$ cat src/rtl/core/ppc_pkg.sv
// Shared types, constants and helper functions for the planar pose composition block.
package ppc_pkg;

    // Default and maximum number of CORDIC rotation cells.
    localparam int TRIG_STAGES_DEF = 24;
    localparam int MAX_STAGES      = 30;

    // Packed stream widths, padded to whole bytes.
    localparam int S_TDATA_W = 192;
    localparam int M_TDATA_W = 224;

    // Width of the CORDIC x, y and residual angle datapath.
    localparam int ROT_W = 33;

    localparam logic signed [ROT_W-1:0] CORDIC_GAIN = 33'sd652032874;
    localparam logic signed [ROT_W-1:0] Q30_ONE     = 33'sd1073741824;
    localparam logic signed [33:0]      HALF_PI_Q30 = 34'sd1686629713;
    localparam logic signed [33:0]      PI_Q30      = 34'sd3373259426;
    localparam logic signed [31:0]      PI_Q28      = 32'sd843314857;
    localparam logic signed [31:0]      TWO_PI_Q28  = 32'sd1686629713;
    localparam logic signed [63:0]      ROUND_HALF  = 64'sd536870912;

    // Values that travel alongside the rotation through the cell chain.
    typedef struct packed {
        logic signed [31:0] base_x;
        logic signed [31:0] base_y;
        logic signed [31:0] step_x;
        logic signed [31:0] step_y;
        logic signed [30:0] heading;
        logic               flip;
    } ppc_carry_t;

    // State held by one CORDIC cell.
    typedef struct packed {
        logic signed [ROT_W-1:0] x;
        logic signed [ROT_W-1:0] y;
        logic signed [ROT_W-1:0] z;
    } ppc_rot_t;

    // One finished result beat.
    typedef struct packed {
        logic signed [31:0] sin_base;
        logic signed [31:0] cos_base;
        logic signed [31:0] jac_y_heading;
        logic signed [31:0] jac_x_heading;
        logic signed [30:0] sum_heading;
        logic signed [31:0] sum_y;
        logic signed [31:0] sum_x;
    } ppc_result_t;

    // Truncated Q2.30 arctangent of 2^-idx.
    function automatic logic [31:0] atan_q30(input int unsigned idx);
        logic [31:0] val;
        val = 32'd0;
        unique case (idx)
            0:  val = 32'd843314856;
            1:  val = 32'd497837829;
            2:  val = 32'd263043836;
            3:  val = 32'd133525158;
            4:  val = 32'd67021686;
            5:  val = 32'd33543515;
            6:  val = 32'd16775850;
            7:  val = 32'd8388437;
            8:  val = 32'd4194282;
            9:  val = 32'd2097149;
            10: val = 32'd1048575;
            11: val = 32'd524287;
            12: val = 32'd262143;
            13: val = 32'd131071;
            14: val = 32'd65535;
            15: val = 32'd32767;
            16: val = 32'd16383;
            17: val = 32'd8191;
            18: val = 32'd4095;
            19: val = 32'd2047;
            20: val = 32'd1023;
            21: val = 32'd511;
            22: val = 32'd255;
            23: val = 32'd127;
            24: val = 32'd63;
            25: val = 32'd31;
            26: val = 32'd15;
            27: val = 32'd7;
            28: val = 32'd3;
            29: val = 32'd1;
            default: val = 32'd0;
        endcase
        return val;
    endfunction

    // Saturate a 35-bit signed value to the 32-bit signed range.
    function automatic logic signed [31:0] sat32(input logic signed [34:0] v);
        logic signed [31:0] res;
        if (v > 35'sd2147483647) begin
            res = 32'sh7FFF_FFFF;
        end
        else if (v < -35'sd2147483648) begin
            res = 32'sh8000_0000;
        end
        else begin
            res = v[31:0];
        end
        return res;
    endfunction

endpackage

$ cat src/rtl/core/ppc_cordic_cell.sv
// One rotation-mode CORDIC cell with its side data register.
module ppc_cordic_cell #(
    parameter int SHIFT = 0
) (
    input  logic                clk,
    input  logic                rst_n,
    input  logic                en,
    input  logic                in_valid,
    input  ppc_pkg::ppc_rot_t   in_rot,
    input  ppc_pkg::ppc_carry_t in_carry,
    output logic                out_valid,
    output ppc_pkg::ppc_rot_t   out_rot,
    output ppc_pkg::ppc_carry_t out_carry
);

    localparam logic signed [ppc_pkg::ROT_W-1:0] ATAN =
        $signed({1'b0, ppc_pkg::atan_q30(SHIFT)});

    logic                valid_reg;
    ppc_pkg::ppc_rot_t   rot_reg;
    ppc_pkg::ppc_rot_t   rot_next;
    ppc_pkg::ppc_carry_t carry_reg;

    logic signed [ppc_pkg::ROT_W-1:0] x_sh;
    logic signed [ppc_pkg::ROT_W-1:0] y_sh;

    always_comb
    begin
        x_sh = in_rot.x >>> SHIFT;
        y_sh = in_rot.y >>> SHIFT;
        // Rotate toward zero residual angle; zero counts as positive.
        if (!in_rot.z[ppc_pkg::ROT_W-1]) begin
            rot_next.x = in_rot.x - y_sh;
            rot_next.y = in_rot.y + x_sh;
            rot_next.z = in_rot.z - ATAN;
        end
        else begin
            rot_next.x = in_rot.x + y_sh;
            rot_next.y = in_rot.y - x_sh;
            rot_next.z = in_rot.z + ATAN;
        end
    end

    always_ff @(posedge clk or negedge rst_n)
    begin
        if (!rst_n) begin
            valid_reg <= 1'b0;
        end
        else if (en) begin
            valid_reg <= in_valid;
        end
    end

    always_ff @(posedge clk)
    begin
        if (en) begin
            rot_reg   <= rot_next;
            carry_reg <= in_carry;
        end
    end

    assign out_valid = valid_reg;
    assign out_rot   = rot_reg;
    assign out_carry = carry_reg;

endmodule

$ cat config.mk
export PLATFORM = sky130hd
export DESIGN_NAME = ppc_cordic_cell
export DESIGN_NICKNAME = d
export VERILOG_FILES = /design/src/rtl/core/ppc_pkg.sv /design/src/rtl/core/ppc_cordic_cell.sv
export SDC_FILE = /design/constraint.sdc
export NUM_CORES = 1
export LEC_CHECK = 0
export BUFFER_PORTS_ARGS = -buffer_cell sky130_fd_sc_hd__clkbuf_2
export CAP_MARGIN = 5
export CORE_AREA = 2 2 202 204
export DETAILED_ROUTE_END_ITERATION = 16
export DIE_AREA = 0 0 204 206
export PLACE_DENSITY = 0.7
export SKIP_CTS_REPAIR_TIMING = 1
export SYNTH_ARGS = -nofsm -noshare
export SYNTH_HDL_FRONTEND = slang
export SYNTH_SLANG_ARGS = --single-unit
$ cat constraint.sdc
create_clock -name clk -period 0.9 [get_ports clk]
set_input_delay 0.18 -clock clk [delete_from_list [all_inputs] [get_ports clk]]
set_output_delay 0.18 -clock clk [all_outputs]
set_load 0.005 [all_outputs]
==> flow_metrics.py <==
metrics = {
    "timing": {
        "tightest_slew_ns": 0.748,
        "finalWorstSetupSlack_ns": -1.56,
        "timing.final.crit_share": 2.74,
        "rsz0062_at_grt": "true",
        "maxSlewViolCount": 0,
        "period_needed_ns": 2.46,
        "relSlewSlack": 0.501,
        "fmax_mhz": 406,
        "fin_worst_skew_ns": 0,
        "hold-worst-slack_ns": 0.0503,
        "setup_viol": 349,
        "final-hold-violation-count": 0,
    },
    "critical_path": {
        "cpPeakStageDelay_ns": 0.36,
        "worst-path-buf-inv": 2,
        "endpoint_kind": "flop",
        "crit_chain": "buf_8 -> buf_12 -> ha_4 -> fa_2 -> nand4b_1 -> o211ai_1 -> a2111o_1 -> a211oi_2 -> o31a_1 -> o31ai_2 -> nand2_1 -> a31o_2 -> xnor2_1",
        "crit_family": "compound AO/OA/AOI/OAI gates",
        "crit_start": "in_rot[33]",
        "arrival_ns": 2.79,
        "path_class": "input pin to flop",
        "timing.rr.start": "out_valid",
        "critPathSlowestCell": "fa_2",
        "crit_path_max_fanout": 3,
        "crit_required_ns": 1.23,
        "critPathLaunchType": "input pin",
    },
    "clock_tree": {
        "numCtsBuffers": 30,
        "ctsRootBufferMaster": "clkbuf_16",
        "cts_tree": "yes",
        "cts_max_path_buffers": 3,
        "clk_pin_slew_ns": 0.07,
        "cts_sinks": 259,
        "clk_latency_ns": 0.58,
        "h-tree-depth": 1,
    },
    "floorplan": {
        "die_area_sq_mm": 0.0420,
        "num_rows": 74,
        "core_area_sq_mm": 0.0402,
        "io_pins": 523,
        "start_util": 0.364,
        "die_h_microns": 206,
        "die_x_microns": 204,
    },
    "final_layout": {
        "multi_input_area_sq_mm": 0.00788,
        "nets": 2798,
        "final_common_cell": "clkbuf_2",
        "utilization": 0.645,
        "final_cell_mix": "clkbuf_2, buf_4, edfxtp_1",
        "drive_gt1_frac": 0.524,
        "regArea_sq_mm": 0.00777,
        "synthToLayoutAreaGrowth_pct": 77.3,
        "fillers": 3054,
    },
    "outcome": {
        "failed_checks": "setup timing",
        "status": "complete, but fails checks",
    },
    "global_routing": {
        "grt_pass1_wl_microns": 88300,
        "groute.usage.overall": 0.283,
        "grt-ovfl-total": 0,
        "grt_pass1_vias": 14300,
        "grt_max_degree": 73,
        "antenna_found_initial": 4,
    },
    "synth": {
        "synth_seq_cells": 259,
        "synth_area_sq_mm": 0.0146,
        "seq_area_frac_synth": 0.531,
        "synth.net_count": 1669,
        "syn_avg_cell_area_sq_um": 11.4,
        "synthCells": 1278,
        "ys.flop_type": "edfxtp_1",
        "synth-edff-count": 258,
        "synth_cell_type_count": 77,
        "async_reset_ff_frac": 0.00386,
        "yosysWarningCount": 0,
    },
    "min_path": {
        "hold_path_class": "input pin to flop",
        "min_from": "en",
    },
    "place": {
        "globalplace.congestion": 0.954,
        "place_ws_ns": -2.28,
        "dpl.hpwl_microns": 51500,
        "port_buffers": 522,
    },
    "detailed_routing": {
        "via_count": 15500,
        "ant_nets": 0,
        "wirelength_microns": 69600,
        "wire_per_inst_microns": 23.5,
        "dr.first_iter.drc_count": 1245,
        "drc_errors": 0,
        "viasPerCell": 5.22,
        "drtPass1Iterations": 5,
    },
    "pwr": {
        "power.leakage_nw": 11.7,
        "swShare": 0.313,
        "seq_power_share": 0.382,
        "power_switching_mw": 12.8,
        "intPower_mw": 28.2,
        "powerDensity_mw_per_mm2": 1580,
        "power_frac_comb": 0.330,
        "vdd_drop_max_mv": 1.56,
        "clockPowerShare": 0.288,
    },
    "job": {
        "maxCapViolations": 0,
    },
}
[metal layers]
| metal | global-route usage | vias up | wire length (microns) |
|---|---|---|---|
| met5 | 0 | - | 17 |
| met4 | 0.0937 | 2 | 2810 |
| met3 | 0.0563 | 154 | 5160 |
| met2 | 0.472 | 754 | 33800 |
| met1 | 0.369 | 7596 | 27900 |
| li1 | - | 6985 | - |
[state kept, by name, indices dropped and copies added (netlist names)]
name and count:
out_rot 98, out_carry 160, out_valid 1
[path summary, 6_finish.rpt]
path | to | slack (ns) | depth (start not counted)
setup / recovery | out_rot[94] | -1.56 | 13
hold / removal | out_carry[113] | 0.05 | 2
setup reg to reg | out_valid | -0.01 | 2
hold reg to reg | out_valid | 0.66 | 2
max in group asynchronous | out_valid | 0.31 | 3
min in group asynchronous | out_valid | 0.48 | 3
[Yosys cell counts (10+ instances only)]
| master | instances | area, sq um |
|---|---|---|
| nor2_1 | 83 | 312 |
| nand2_1 | 61 | 229 |
| o211ai_1 | 13 | 97.6 |
| a21o_1 | 30 | 225 |
| o21a_1 | 11 | 82.6 |
| o21ai_0 | 61 | 305 |
| nand3_1 | 17 | 85.1 |
| a31oi_1 | 11 | 68.8 |
| edfxtp_1 | 258 | 7750 |
| a211oi_1 | 16 | 120 |
| mux2i_1 | 11 | 110 |
| clkbuf_1 | 27 | 101 |
| xor2_1 | 12 | 105 |
| inv_1 | 108 | 405 |
| nor2b_1 | 10 | 62.6 |
| ha_1 | 124 | 1550 |
| a21oi_1 | 126 | 631 |
| o31ai_1 | 17 | 128 |
| o21bai_1 | 22 | 165 |
| nor3_1 | 25 | 125 |
| nand4_1 | 13 | 81.3 |
| xnor2_1 | 76 | 666 |
| nand2b_1 | 11 | 68.8 |
[cell families after synthesis]
family / count (synthesis) / share of synthesized area
AO/OA/AOI/OAI: 380 / 0.171
XOR/XNOR: 88 / 0.0527
adder cells (fa/ha/maj): 128 / 0.112
buffers and inverters: 155 / 0.0410
flip-flops: 259 / 0.531
multiplexers: 15 / 0.0106
AND/OR/NAND/NOR: 253 / 0.0813
[cell type report]
| type | count | share of cell area |
|---|---|---|
| sequential | 259 | 0.300 |
| inverter | 113 | 0.0206 |
| multi-input combinational | 864 | 0.304 |
| antenna | 4 | 0.000386 |
| clock inverter | 15 | 0.00531 |
| timing repair buffer | 1139 | 0.314 |
| clock buffer | 39 | 0.0302 |
| tap | 532 | 0.0257 |
[stage by stage]
step,cells,total power [mW],TNS [ns],area (sq um)
global route,2963,42.3,-200.47,25900
CTS,2751,38.5,-196.87,22400
global placement,2697,26.6,-158.86,21500
floorplan,1278,20.2,-107.85,15400
finish,2965,41.0,-187.73,25900
detailed placement,2697,26.7,-161.78,21500
[power groups by stage]
stage | Combinational (mW) | Sequential, mW | Clock [mW]
finish | 13.5 | 15.7 | 11.8
floorplan | 4.48 | 15.8 | 0
global placement | 10.8 | 15.8 | 0
global route | 14.2 | 15.7 | 12.4
detailed placement | 10.9 | 15.8 | 0
CTS | 11.0 | 15.6 | 11.9
Note: power is estimated with default switching activity, not from simulation.
